## src/sv/mexp_pkg.sv

```systemverilog
package mexp_pkg;

  localparam int BASE_BITS = 31;
  localparam int EXP_FIELD_BITS = 63;
  localparam int STEP_CNT_W = $clog2(BASE_BITS);
  localparam logic [30:0] MOD_RESET = 31'd1000000007;

endpackage

```

## src/sv/mexp_mulmod.sv

```systemverilog
module mexp_mulmod import mexp_pkg::*; #(
  parameter int W = 31
) (
  input  logic                 clk_i,
  input  logic                 rst_ni,
  input  logic                 start_i,
  input  logic [W-1:0]         x_i,
  input  logic [BASE_BITS-1:0] y_i,
  input  logic [W-1:0]         m_i,
  output logic                 done_o,
  output logic [W-1:0]         p_o
);

  logic                  busy_q;
  logic [STEP_CNT_W-1:0] cnt_q;
  logic [W-1:0]          acc_q, acc_d;
  logic [W-1:0]          x_q, m_q;
  logic [BASE_BITS-1:0]  y_q;
  logic [W+1:0]          sum, m1, m2, red;

  // One multiplier bit per cycle, most significant first, with the partial
  // sum kept below the modulus by one subtraction of either the modulus or twice it.
  always_comb begin
    m1  = {2'b00, m_q};
    m2  = {1'b0, m_q, 1'b0};
    sum = {1'b0, acc_q, 1'b0} + (y_q[BASE_BITS-1] ? {2'b00, x_q} : '0);
    if (sum >= m2) begin
      red = sum - m2;
    end else if (sum >= m1) begin
      red = sum - m1;
    end else begin
      red = sum;
    end
    acc_d = red[W-1:0];
  end

  assign done_o = busy_q && (cnt_q == '0);
  assign p_o    = acc_d;

  always_ff @(posedge clk_i or negedge rst_ni) begin
    if (!rst_ni) begin
      busy_q <= 1'b0;
      cnt_q  <= '0;
    end else if (start_i) begin
      busy_q <= 1'b1;
      cnt_q  <= STEP_CNT_W'(BASE_BITS - 1);
    end else if (busy_q) begin
      cnt_q <= cnt_q - 1'b1;
      if (cnt_q == '0) begin
        busy_q <= 1'b0;
      end
    end
  end

  always_ff @(posedge clk_i) begin
    if (start_i) begin
      acc_q <= '0;
      x_q   <= x_i;
      y_q   <= y_i;
      m_q   <= m_i;
    end else if (busy_q) begin
      acc_q <= acc_d;
      y_q   <= {y_q[BASE_BITS-2:0], 1'b0};
    end
  end

`ifndef SYNTHESIS
  a_no_restart: assert property (@(posedge clk_i) disable iff (!rst_ni)
    start_i |-> !busy_q)
    else $error("multiplier restarted while busy");
  a_acc_range: assert property (@(posedge clk_i) disable iff (!rst_ni)
    busy_q && (m_q >= W'(2)) |-> acc_d < m_q)
    else $error("partial sum left the residue range");
  a_done_ends: assert property (@(posedge clk_i) disable iff (!rst_ni)
    done_o && !start_i |=> !busy_q)
    else $error("multiplier kept running after its last step");
`endif

endmodule

```

## src/sv/modular_exponentiation_unit.sv

```systemverilog
// Modular exponentiation unit: power = base ^ exponent mod modulus.
// Input requests arrive on the s_axis channel, results leave on m_axis;
// a request moves when tvalid and tready are both high.
// The user must set the modulus through cfg_we_i / cfg_wdata_i only while
// the unit is idle; the unit itself does not enforce it. The base is first
// reduced by one bit-serial modular multiply, then the exponent is scanned
// from its lowest bit; each bit runs a square and a conditional multiply
// side by side in two bit-serial multipliers. A modular multiply steps
// through the 31 multiplier bits. The exponent scan stops after its highest
// set bit (at most EXP_BITS bits); an exponent of zero skips the scan, and
// a modulus below two skips all multiplies and gives zero.
// The next request is taken in the cycle the result is presented, even if
// the receiver has not taken it yet; requests are handled one at a time.
// If the receiver stalls, the result is held and a finished second result
// waits until the output register is free.
// Reset clears all requests in flight and sets the modulus to 1000000007.
module modular_exponentiation_unit import mexp_pkg::*; #(
  parameter int EXP_BITS = 63,
  parameter int MOD_BITS = 31
) (
  input  logic        clk_i,
  input  logic        rst_ni,
  input  logic        cfg_we_i,
  input  logic [30:0] cfg_wdata_i,   // modulus
  input  logic        s_axis_tvalid_i,
  output logic        s_axis_tready_o,
  input  logic [95:0] s_axis_tdata_i, // base [30:0], exponent [93:31]
  output logic        m_axis_tvalid_o,
  input  logic        m_axis_tready_i,
  output logic [31:0] m_axis_tdata_o  // power [30:0]
);

  typedef enum logic [1:0] {
    ST_IDLE,
    ST_REDUCE,
    ST_LOOP,
    ST_FINISH
  } state_e;

  state_e                state_q;
  logic [MOD_BITS-1:0]   mod_q, b_q, r_q, res_q;
  logic [EXP_BITS-1:0]   e_q;
  logic                  start_q, start_d;
  logic                  out_valid_q;
  logic [30:0]           out_power_q;
  logic                  in_req;
  logic                  a_done, b_done;
  logic [MOD_BITS-1:0]   a_p, b_p;
  logic [MOD_BITS-1:0]   a_x;
  logic [BASE_BITS-1:0]  a_y;
  logic [30:0]           in_base;
  logic [30:0]           in_base_q;
  logic [EXP_BITS-1:0]   in_exp;
  logic [EXP_BITS-1:0]   e_next;

  assign in_base = s_axis_tdata_i[30:0];
  assign in_exp  = s_axis_tdata_i[31 +: EXP_BITS];
  assign e_next  = e_q >> 1;

  assign s_axis_tready_o = (state_q == ST_IDLE);
  assign in_req          = s_axis_tvalid_i && s_axis_tready_o;
  assign m_axis_tvalid_o = out_valid_q;
  assign m_axis_tdata_o  = {1'b0, out_power_q};

  assign start_d = (in_req && (mod_q >= MOD_BITS'(2)))
                || ((state_q == ST_REDUCE) && a_done && (e_q != '0))
                || ((state_q == ST_LOOP) && a_done && (e_next != '0));

  // Unit A reduces the base first, then forms the running product.
  assign a_x = (state_q == ST_REDUCE) ? MOD_BITS'(1) : r_q;
  assign a_y = (state_q == ST_REDUCE) ? BASE_BITS'(in_base_q) : BASE_BITS'(b_q);

  mexp_mulmod #(.W(MOD_BITS)) u_mul_a (
    .clk_i   (clk_i),
    .rst_ni  (rst_ni),
    .start_i (start_q),
    .x_i     (a_x),
    .y_i     (a_y),
    .m_i     (mod_q),
    .done_o  (a_done),
    .p_o     (a_p)
  );

  mexp_mulmod #(.W(MOD_BITS)) u_mul_b (
    .clk_i   (clk_i),
    .rst_ni  (rst_ni),
    .start_i (start_q && (state_q == ST_LOOP)),
    .x_i     (b_q),
    .y_i     (BASE_BITS'(b_q)),
    .m_i     (mod_q),
    .done_o  (b_done),
    .p_o     (b_p)
  );

  always_ff @(posedge clk_i or negedge rst_ni) begin
    if (!rst_ni) begin
      mod_q <= MOD_RESET[MOD_BITS-1:0];
    end else if (cfg_we_i) begin
      mod_q <= cfg_wdata_i[MOD_BITS-1:0];
    end
  end

  always_ff @(posedge clk_i or negedge rst_ni) begin
    if (!rst_ni) begin
      state_q     <= ST_IDLE;
      start_q     <= 1'b0;
      out_valid_q <= 1'b0;
      out_power_q <= '0;
      in_base_q   <= '0;
      e_q         <= '0;
      b_q         <= '0;
      r_q         <= '0;
      res_q       <= '0;
    end else begin
      start_q <= start_d;
      if ((state_q == ST_FINISH) && (!out_valid_q || m_axis_tready_i)) begin
        out_valid_q <= 1'b1;
      end else if (m_axis_tready_i) begin
        out_valid_q <= 1'b0;
      end
      unique case (state_q)
        ST_IDLE: begin
          if (in_req) begin
            in_base_q <= in_base;
            e_q       <= in_exp;
            if (mod_q < MOD_BITS'(2)) begin
              res_q   <= '0;
              state_q <= ST_FINISH;
            end else begin
              state_q <= ST_REDUCE;
            end
          end
        end
        ST_REDUCE: begin
          if (a_done) begin
            b_q <= a_p;
            r_q <= MOD_BITS'(1);
            if (e_q == '0) begin
              res_q   <= MOD_BITS'(1);
              state_q <= ST_FINISH;
            end else begin
              state_q <= ST_LOOP;
            end
          end
        end
        ST_LOOP: begin
          if (a_done) begin
            b_q <= b_p;
            e_q <= e_next;
            if (e_q[0]) begin
              r_q <= a_p;
            end
            if (e_next == '0) begin
              res_q   <= e_q[0] ? a_p : r_q;
              state_q <= ST_FINISH;
            end
          end
        end
        ST_FINISH: begin
          if (!out_valid_q || m_axis_tready_i) begin
            out_power_q <= 31'(res_q);
            state_q     <= ST_IDLE;
          end
        end
        default: state_q <= ST_IDLE;
      endcase
    end
  end

`ifndef SYNTHESIS
  a_units_in_step: assert property (@(posedge clk_i) disable iff (!rst_ni)
    (state_q == ST_LOOP) |-> (a_done == b_done))
    else $error("square and multiply units out of step");
  a_result_range: assert property (@(posedge clk_i) disable iff (!rst_ni)
    (state_q == ST_FINISH) && (mod_q >= MOD_BITS'(2)) |-> res_q < mod_q)
    else $error("result not reduced by the modulus");
  a_loop_range: assert property (@(posedge clk_i) disable iff (!rst_ni)
    (state_q == ST_LOOP) |-> (r_q < mod_q) && (b_q < mod_q))
    else $error("running values left the residue range");
  a_loop_nonzero_exp: assert property (@(posedge clk_i) disable iff (!rst_ni)
    (state_q == ST_LOOP) |-> (e_q != '0))
    else $error("exponent scan kept running on an empty exponent");
`endif

endmodule

```

## config.mk

```make
export PLATFORM = sky130hd
export DESIGN_NAME = modular_exponentiation_unit
export DESIGN_NICKNAME = d
export VERILOG_FILES = /design/src/sv/mexp_pkg.sv /design/src/sv/mexp_mulmod.sv /design/src/sv/modular_exponentiation_unit.sv
export SDC_FILE = /design/constraint.sdc
export NUM_CORES = 1
export LEC_CHECK = 0
export BUFFER_PORTS_ARGS = -buffer_cell sky130_fd_sc_hd__buf_2
export CAP_MARGIN = 20
export CELL_PAD_IN_SITES_DETAIL_PLACEMENT = 0
export CELL_PAD_IN_SITES_GLOBAL_PLACEMENT = 1
export CORE_MARGIN = 1.5
export CORE_UTILIZATION = 53
export DETAILED_ROUTE_END_ITERATION = 8
export MAX_ROUTING_LAYER = met4
export PLACE_DENSITY = 0.9
export SYNTH_ARGS = -nofsm -noshare
export SYNTH_HDL_FRONTEND = slang
export SYNTH_SLANG_ARGS = --single-unit
```

## constraint.sdc

```tcl
create_clock -name clk_i -period 9.2 [get_ports clk_i]
set_clock_uncertainty 0.2 [all_clocks]
set_input_delay 0.92 -clock clk_i [delete_from_list [all_inputs] [get_ports clk_i]]
set_output_delay 0.92 -clock clk_i [all_outputs]
set_load 0.1 [all_outputs]
```

==> flow_summary.html, run 1 <==
<table>
<tr><th>Metric</th><th>Value</th></tr>
<tr><th colspan="2">GRT</th></tr>
<tr><td>Via count of the first global-routing pass</td><td>25,500</td></tr>
<tr><td>First-pass GRT wire length</td><td>150 mm</td></tr>
<tr><td>Largest net degree at the start of global routing</td><td>139</td></tr>
<tr><td>Congestion Overflow GR</td><td>0</td></tr>
<tr><td>Total track usage</td><td>33.4%</td></tr>
<tr><td>Antenna violations before repair</td><td>8</td></tr>
<tr><th colspan="2">Critical path</th></tr>
<tr><td>Required arrival time at the worst endpoint</td><td>9.42 ns</td></tr>
<tr><td>Reg2Reg Launch Point</td><td>u_mul_b.y_q[30]$_DFFE_PP_</td></tr>
<tr><td>Data arrival time at the worst-slack endpoint</td><td>8.07 ns</td></tr>
<tr><td>Setup CP Type</td><td>reg -&gt; reg</td></tr>
<tr><td>Reg-to-reg setup timing slack</td><td>1.35 ns</td></tr>
<tr><td>Launching element type of the critical path</td><td>register</td></tr>
<tr><td>CP endpoint kind</td><td>register</td></tr>
<tr><td>Number of cell instances on the worst register-to-register path</td><td>24</td></tr>
<tr><td>Capture point of the worst reg-to-reg path</td><td>b_q[19]$_DFFE_PN0P_</td></tr>
<tr><td>Critical-path maximum fanout</td><td>32</td></tr>
<tr><th colspan="2">Clock tree</th></tr>
<tr><td>Hold bufs inserted after CTS</td><td>0</td></tr>
<tr><td>Clock Sink Count</td><td>513</td></tr>
<tr><td>Clock latency reported for the late side of the worst-skew pair</td><td>0.62 ns</td></tr>
<tr><td>H-tree lvl count</td><td>2</td></tr>
<tr><td>CTS tree</td><td>yes</td></tr>
<tr><td>Clock root cell</td><td>sky130_fd_sc_hd__clkbuf_16</td></tr>
<tr><td>Inserted Clock Buffers</td><td>54</td></tr>
<tr><td>CTS clock-pin slew for the worst setup and hold paths</td><td>0.06 ns</td></tr>
<tr><td>Setup Fix Bufs, Post-CTS</td><td>0</td></tr>
<tr><td>Bufs on Longest Clock Path</td><td>3</td></tr>
<tr><td>Quantity of gates resized following cts</td><td>0</td></tr>
<tr><th colspan="2">STA</th></tr>
<tr><td>Shortest clock period the worst path allows after layout</td><td>7.85 ns</td></tr>
<tr><td>Fin. Hold Viols</td><td>0</td></tr>
<tr><td>Worst slew margin relative to its limit</td><td>24.4%</td></tr>
<tr><td>Max frequency</td><td>127 MHz</td></tr>
<tr><td>Slew Limit Fails</td><td>0</td></tr>
<tr><td>Least-Margin Pin Slew</td><td>1.13 ns</td></tr>
<tr><td>Final setup violating endpoints</td><td>0</td></tr>
<tr><td>Unrepaired setup endpoints after global routing</td><td>no</td></tr>
<tr><td>Final period utilization</td><td>85.3%</td></tr>
<tr><td>Setup TNS</td><td>0 ns</td></tr>
<tr><th colspan="2">Synthesis</th></tr>
<tr><td>Cell count after synthesis</td><td>3,287</td></tr>
<tr><td>Yosys top cell area share</td><td>19.8%</td></tr>
<tr><td>Unique cell type count in the Yosys netlist</td><td>100</td></tr>
<tr><td>Synthesis warning total</td><td>0</td></tr>
<tr><td>Flip-flop and latch count after synthesis</td><td>513</td></tr>
<tr><td>Share of the yosys chip area belonging to registers</td><td>42.8%</td></tr>
<tr><td>Top FF cell, synth</td><td>sky130_fd_sc_hd__dfrtp_1</td></tr>
<tr><td>Most area-hungry cell type in the Yosys netlist</td><td>sky130_fd_sc_hd__dfrtp_1</td></tr>
<tr><td>Area of the mapped netlist</td><td>31,500 um2</td></tr>
<tr><td>Syn_area_per_cell</td><td>9.57 um2</td></tr>
<tr><td>Count of flip-flops with a built-in enable after synthesis</td><td>186</td></tr>
<tr><td>FFs w/ async S/R, synth</td><td>51.7%</td></tr>
<tr><td>Post-synthesis net count</td><td>3,617</td></tr>
<tr><td>Cells taking the most area after synthesis</td><td>sky130_fd_sc_hd__dfrtp_1, sky130_fd_sc_hd__edfxtp_1, sky130_fd_sc_hd__ha_1</td></tr>
<tr><th colspan="2">Placement</th></tr>
<tr><td>IO buf count</td><td>162</td></tr>
<tr><td>Global placer's final weighted congestion</td><td>0.971</td></tr>
<tr><td>Placed cell count</td><td>4,110</td></tr>
<tr><td>Dpl hpwl</td><td>75.1 mm</td></tr>
<tr><th colspan="2">Routing</th></tr>
<tr><td>Iteration-0 DRC Markers</td><td>2,417</td></tr>
<tr><td>Routed vias</td><td>26,300</td></tr>
<tr><td>Vias per inst</td><td>6.24</td></tr>
<tr><td>Routed Antenna Nets</td><td>0</td></tr>
<tr><td>Total Routed Length</td><td>99.1 mm</td></tr>
<tr><td>DRC violations left</td><td>0</td></tr>
<tr><td>First drt pass iteration count</td><td>6</td></tr>
<tr><td>Final routed wire length divided by cell count</td><td>23.5 um</td></tr>
<tr><th colspan="2">Die</th></tr>
<tr><td>Top-Level Pins</td><td>166</td></tr>
<tr><td>Site Rows</td><td>89</td></tr>
<tr><td>Die extent in y</td><td>247 um</td></tr>
<tr><td>Effective utilization at floorplan</td><td>53.5%</td></tr>
<tr><td>Area of the core</td><td>58,800 um2</td></tr>
<tr><td>DIE AREA</td><td>60,800 um2</td></tr>
<tr><td>Die width</td><td>247 um</td></tr>
<tr><th colspan="2">Finish</th></tr>
<tr><td>Area delta synth-&gt;final</td><td>10.9%</td></tr>
<tr><td>Layout Nets</td><td>3,724</td></tr>
<tr><td>Fillers</td><td>5,009</td></tr>
<tr><td>Non-filler cells, final</td><td>4,223</td></tr>
<tr><td>Fraction of layout cells with a size suffix above 1</td><td>13.9%</td></tr>
<tr><th colspan="2">Run status</th></tr>
<tr><td>Status</td><td>finished, final reports clean</td></tr>
<tr><th colspan="2">Run</th></tr>
<tr><td>Max-cap viol count</td><td>0</td></tr>
<tr><th colspan="2">Min path</th></tr>
<tr><td>Worst min path class</td><td>in -&gt; async</td></tr>
</table>
==> metrics by stage <==
step | setup WS, ns | util, % | hold WS (ns) | cell area (um2)
after floorplan | 3.39 | - | 0.235 | 31500
after global routing | 0.829 | 59.3 | 0.244 | 34900
after global placement | 1.76 | 56.1 | 0.255 | 33000
after CTS | 1.61 | 59.3 | 0.220 | 34800
after detailed placement | 1.66 | 56.1 | 0.261 | 33000
final | 1.35 | 59.3 | 0.143 | 34900
==> metal layers <==
| metal | wire length [um] | GRT usage, % | vias up |
|---|---|---|---|
| met5 | 0 | - | - |
| met1 | 39800 | 40.8 | 12900 |
| met2 | 48900 | 55.5 | 956 |
| met3 | 6140 | 5.25 | 222 |
| met4 | 4170 | 12.8 | 0 |
| li1 | - | - | 12200 |
==> cell type report <==
class | count | area [um2] | area share (%)
clock inverter | 29 | 335 | 0.961
tap | 773 | 967 | 2.77
antenna | 10 | 25.0 | 0.0717
clock buffer | 73 | 1500 | 4.29
timing repair buffer | 200 | 1140 | 3.26
sequential | 513 | 13500 | 38.6
multi-input combinational | 2477 | 16900 | 48.4
inverter | 148 | 559 | 1.60
==> critical path, stage by stage (launching register included) <==
cell	delay, ns
sky130_fd_sc_hd__edfxtp_1	0.99
sky130_fd_sc_hd__nand2_1	0.23
sky130_fd_sc_hd__inv_1	0.12
sky130_fd_sc_hd__ha_1	0.24
sky130_fd_sc_hd__a211oi_1	0.29
sky130_fd_sc_hd__o21ai_0	0.20
sky130_fd_sc_hd__nand3_1	0.15
sky130_fd_sc_hd__a21oi_1	0.14
sky130_fd_sc_hd__a31o_2	0.32
sky130_fd_sc_hd__a31o_2	0.25
sky130_fd_sc_hd__a21oi_1	0.20
sky130_fd_sc_hd__xnor2_1	0.30
sky130_fd_sc_hd__ha_1	0.39
sky130_fd_sc_hd__a211oi_1	0.32
sky130_fd_sc_hd__o211ai_1	0.13
sky130_fd_sc_hd__a31oi_1	0.21
sky130_fd_sc_hd__o21ai_0	0.11
sky130_fd_sc_hd__a211oi_1	0.55
sky130_fd_sc_hd__a32oi_1	0.28
sky130_fd_sc_hd__nor3_2	0.55
sky130_fd_sc_hd__buf_4	0.47
sky130_fd_sc_hd__mux2i_1	0.23
sky130_fd_sc_hd__nor2_1	0.06
sky130_fd_sc_hd__a21oi_1	0.49
sky130_fd_sc_hd__a221oi_1	0.20
==> cells in the mapped netlist (all sizes together), types with 7 or more instances <==
cell	instances
nor2b	32
a311oi	7
a211oi	49
or2	10
o21ai	189
xnor2	109
o21a	25
ha	192
clkbuf	107
dfstp	16
and2	74
o21bai	23
and4	7
o22ai	32
and3	30
o31ai	11
a21boi	7
a31o	11
dfrtp	249
o211ai	25
nand4	33
or3	8
mux2	114
nor4	52
xor2	51
a22oi	7
a21oi	329
dfxtp	62
nor2	272
o2111ai	9
inv	148
buf	42
nand3	61
nor3	48
nand2	295
edfxtp	186
a211o	7
a31oi	29
a221oi	18
a21o	75
nand2b	27
mux2i	134
==> registers in the layout, indices dropped and copies added (netlist names), 31 cells and up <==
| name | flops |
|---|---|
| e_q | 63 |
| res_q | 31 |
| u_mul_b.acc_q | 31 |
| r_q | 31 |
| b_q | 31 |
| u_mul_a.x_q | 31 |
| mod_q | 31 |
| u_mul_b.x_q | 31 |
| in_base_q | 31 |
| u_mul_b.m_q | 31 |
| u_mul_a.acc_q | 31 |
| u_mul_a.m_q | 31 |
| u_mul_b.y_q | 31 |
| out_power_q | 31 |
| u_mul_a.y_q | 31 |
==> cells by family after synthesis <==
family,share of synthesized area [%]
compound gates,18.1
buf+inv,3.68
other cells,0.0119
simple gates,14.6
fa+ha+maj,8.02
flops,42.8
xor+xnor,4.45
mux,8.34
==> cells in the final DEF (no fill, tap or decap), drive strengths merged, types with 51 or more instances in the layout <==
master / n
dfxtp: 62
a21o: 75
mux2: 114
ha: 192
buf: 200
nor2: 272
dfrtp: 249
and2: 74
inv: 151
xnor2: 109
xor2: 51
nand3: 61
a21oi: 329
nor4: 52
o21ai: 189
edfxtp: 186
mux2i: 134
nand2: 295
clkbuf: 73
==> how the worst max path moves through the flow <==
stage | start | to | slack, ns
after floorplan | u_mul_b.y_q[30]$_DFFE_PP_ | b_q[0]$_DFFE_PN0P_ | 3.39
after global placement | u_mul_a.y_q[30]$_DFFE_PP_ | b_q[30]$_DFFE_PN0P_ | 1.76
after detailed placement | u_mul_b.y_q[30]$_DFFE_PP_ | b_q[19]$_DFFE_PN0P_ | 1.66
after CTS | u_mul_b.y_q[30]$_DFFE_PP_ | b_q[19]$_DFFE_PN0P_ | 1.61
after global routing | u_mul_b.y_q[30]$_DFFE_PP_ | b_q[19]$_DFFE_PN0P_ | 0.83
final | u_mul_b.y_q[30]$_DFFE_PP_ | b_q[19]$_DFFE_PN0P_ | 1.35
Power of run 1 is left out: the tool's default activity adds up to more than one toggle a clock period on the data nets, which glitch-free logic cannot reach.
==> inputs of run 2 (changes only) <==
Clock period 9.2 ns to 10.15 ns, I/O delays scaled along.
==> run 2 against run 1 <==
Net effect:
- final cell count is 0.12% lower
- first-iteration DRC count down 7.9%
- global-route usage decreased by 0.21 points
- die area unchanged
- register-to-register slack improved by 0.66 ns
- non-clock buffer count fell by 2
- worst hold slack better by 0.035 ns
- utilization rose by 0.23 points
- sequential share of layout area fell by 0.15 points
- via count is 0.69% lower
- wire length down 0.34%
- critical path depth is 1 lower
- critical path type unchanged
- largest cell class unchanged
==> flow_summary.html, run 2 (synthesized netlist as in run 1, its figures left out) <==
<table>
<tr><th>Metric</th><th>Value</th></tr>
<tr><th colspan="2">Finish</th></tr>
<tr><td>Most common library cell in the layout ignoring fill and taps</td><td>sky130_fd_sc_hd__a21oi_1</td></tr>
<tr><td>Max reg flops</td><td>63</td></tr>
<tr><td>Fraction of layout cells with a size suffix above 1</td><td>14.0%</td></tr>
<tr><td>Area of combinational cells with multiple inputs</td><td>16,900 um2</td></tr>
<tr><td>Register area</td><td>13,500 um2</td></tr>
<tr><td>Area delta synth-&gt;final</td><td>11.3%</td></tr>
<tr><td>Fillers</td><td>5,073</td></tr>
<tr><td>Commonest cells after routing, fill and taps aside</td><td>sky130_fd_sc_hd__a21oi_1, sky130_fd_sc_hd__nand2_1, sky130_fd_sc_hd__nor2_1</td></tr>
<tr><td>Layout Nets</td><td>3,723</td></tr>
<tr><td>Register with the highest flop count</td><td>e_q</td></tr>
<tr><th colspan="2">Clock tree</th></tr>
<tr><td>Setup Fix Bufs, Post-CTS</td><td>0</td></tr>
<tr><td>H-tree lvl count</td><td>2</td></tr>
<tr><td>Hold bufs inserted after CTS</td><td>0</td></tr>
<tr><td>Bufs on Longest Clock Path</td><td>3</td></tr>
<tr><td>Clock Sink Count</td><td>513</td></tr>
<tr><td>Quantity of gates resized following cts</td><td>0</td></tr>
<tr><td>Clock latency reported for the late side of the worst-skew pair</td><td>0.64 ns</td></tr>
<tr><td>Clock root cell</td><td>sky130_fd_sc_hd__clkbuf_16</td></tr>
<tr><td>Inserted Clock Buffers</td><td>55</td></tr>
<tr><td>CTS clock-pin slew for the worst setup and hold paths</td><td>0.06 ns</td></tr>
<tr><td>CTS tree</td><td>yes</td></tr>
<tr><th colspan="2">Routing</th></tr>
<tr><td>First drt pass iteration count</td><td>6</td></tr>
<tr><td>Vias per inst</td><td>6.20</td></tr>
<tr><td>Iteration-0 DRC Markers</td><td>2,226</td></tr>
<tr><td>Routed vias</td><td>26,200</td></tr>
<tr><td>DRC violations left</td><td>0</td></tr>
<tr><td>Routed Antenna Nets</td><td>0</td></tr>
<tr><td>Total Routed Length</td><td>98.7 mm</td></tr>
<tr><td>Final routed wire length divided by cell count</td><td>23.4 um</td></tr>
<tr><th colspan="2">Critical path</th></tr>
<tr><td>Reg2Reg Launch Point</td><td>u_mul_a.y_q[30]$_DFFE_PP_</td></tr>
<tr><td>CP peak stage delay</td><td>0.68 ns</td></tr>
<tr><td>Reg-to-reg setup timing slack</td><td>2.01 ns</td></tr>
<tr><td>Worst-path cell chain</td><td>buf_4, and2_1, ha_1, o21ai_0, o21a_1, o221ai_1, a21oi_1, or3_1, and3_1, o311ai_1, ha_1, a21o_1, a221o_1, a221oi_1, and3_1, nand4_1, and3_1, nor2_4, buf_4, nor2_1, a31oi_1, mux2i_1, o21ai_0</td></tr>
<tr><td>CP max stage cell</td><td>sky130_fd_sc_hd__a31oi_1</td></tr>
<tr><td>Required arrival time at the worst endpoint</td><td>10.47 ns</td></tr>
<tr><td>Cell with the most instances on the worst path</td><td>sky130_fd_sc_hd__and3_1</td></tr>
<tr><td>CP endpoint kind</td><td>register</td></tr>
<tr><td>Launching element type of the critical path</td><td>register</td></tr>
<tr><td>Critical-path maximum fanout</td><td>29</td></tr>
<tr><td>Startpoint of the worst setup timing path</td><td>u_mul_a.y_q[30]$_DFFE_PP_</td></tr>
<tr><td>Setup CP Type</td><td>reg -&gt; reg</td></tr>
<tr><td>Data arrival time at the worst-slack endpoint</td><td>8.46 ns</td></tr>
<tr><th colspan="2">GRT</th></tr>
<tr><td>Met2 usage</td><td>54.9%</td></tr>
<tr><td>First-pass GRT wire length</td><td>149 mm</td></tr>
<tr><td>Via count of the first global-routing pass</td><td>25,300</td></tr>
<tr><td>Largest net degree at the start of global routing</td><td>127</td></tr>
<tr><td>Congestion Overflow GR</td><td>0</td></tr>
<tr><td>GRT met1 Usage</td><td>41.4%</td></tr>
<tr><td>Met3 Track Usage GR</td><td>4.47%</td></tr>
<tr><td>Total track usage</td><td>33.2%</td></tr>
<tr><td>Antenna violations before repair</td><td>4</td></tr>
<tr><td>Layer with the highest usage</td><td>met2</td></tr>
<tr><th colspan="2">Placement</th></tr>
<tr><td>IO buf count</td><td>162</td></tr>
<tr><td>Global placer's final weighted congestion</td><td>1.01</td></tr>
<tr><td>Dpl hpwl</td><td>74.2 mm</td></tr>
<tr><th colspan="2">Die</th></tr>
<tr><td>Site Rows</td><td>89</td></tr>
<tr><td>DIE AREA</td><td>60,800 um2</td></tr>
<tr><td>Die width</td><td>247 um</td></tr>
<tr><td>Die extent in y</td><td>247 um</td></tr>
<tr><td>Top-Level Pins</td><td>166</td></tr>
<tr><td>Area of the core</td><td>58,800 um2</td></tr>
<tr><td>Effective utilization at floorplan</td><td>53.5%</td></tr>
<tr><th colspan="2">STA</th></tr>
<tr><td>Slew Limit Fails</td><td>0</td></tr>
<tr><td>Least-Margin Pin Slew</td><td>1.28 ns</td></tr>
<tr><td>Unrepaired setup endpoints after global routing</td><td>no</td></tr>
<tr><td>Final period utilization</td><td>80.2%</td></tr>
<tr><td>Max frequency</td><td>123 MHz</td></tr>
<tr><td>Fin. Hold Viols</td><td>0</td></tr>
<tr><td>Worst slew margin relative to its limit</td><td>13.9%</td></tr>
<tr><td>Setup TNS</td><td>0 ns</td></tr>
<tr><td>Final setup violating endpoints</td><td>0</td></tr>
<tr><td>Shortest clock period the worst path allows after layout</td><td>8.14 ns</td></tr>
<tr><th colspan="2">Min path</th></tr>
<tr><td>Worst min path class</td><td>in -&gt; async</td></tr>
<tr><th colspan="2">Run status</th></tr>
<tr><td>Status</td><td>finished, final reports clean</td></tr>
<tr><th colspan="2">Run</th></tr>
<tr><td>Max-cap viol count</td><td>0</td></tr>
</table>
[run 2: changes by cell type in the layout (fill, tap and decap cells not counted), sizes merged]
cell	before	now
buf	200	198
clkinv	16	17
inv	151	149
bufinv	5	9
clkinvlp	5	3
clkbuf	73	74
diode	10	5
[run 2: path summary, 6_finish.rpt]
check                                          endpoint  cells past startpoint
min in group clk_i                  r_q[16]$_DFFE_PN0P_                      2
min reg2reg                         r_q[16]$_DFFE_PN0P_                      2
max                               res_q[12]$_DFFE_PN0P_                     23
max in group asynchronous         mod_q[22]$_DFFE_PN0P_                      2
max reg2reg                       res_q[12]$_DFFE_PN0P_                     23
min                        u_mul_b.cnt_q[4]$_DFFE_PN0P_                      1
[run 2: layout make-up]
| class | count | area share, % |
|---|---|---|
| well taps | 773 | 2.76 |
| clock inverters | 30 | 1.26 |
| diodes | 5 | 0.0357 |
| clock buffers | 74 | 4.33 |
| inverters | 148 | 1.60 |
| flip-flops and latches | 513 | 38.5 |
| multi-input cells | 2477 | 48.2 |
| repair buffers | 198 | 3.28 |
[run 2: through the flow]
stage	instance area (um2)	hold WS (ns)	utilization (%)	cells	setup slack, ns
final	35000	0.178	59.6	4218	2.01
after global routing	35000	0.258	59.6	4215	1.52
after CTS	34900	0.241	59.4	4210	2.17
after detailed placement	33000	0.270	56.1	4106	2.20
after global placement	33000	0.258	56.1	4104	2.22
after floorplan	31500	0.235	-	3287	4.34
[run 2: layer usage]
metal  vias up  share of wire (%)  wire length [um]
met3       198                6.2              6110
met1     12800                 41             40300
met4         0                3.9              3890
met2       905                 49             48400
met5         -                  0                 0
li1      12200                  -                 -
[run 2: worst max-delay path, delay by kind of cell, from the launching register on]
kind / cells / cell delay [ns]
AO/OA/AOI/OAI: 10 / 3.50
buffers and inverters: 2 / 0.64
multiplexers: 1 / 0.16
flip-flops: 1 / 0.60
adder cells (fa/ha/maj): 2 / 0.79
AND/OR/NAND/NOR: 8 / 2.09
Power of run 2 is left out for the same reason.
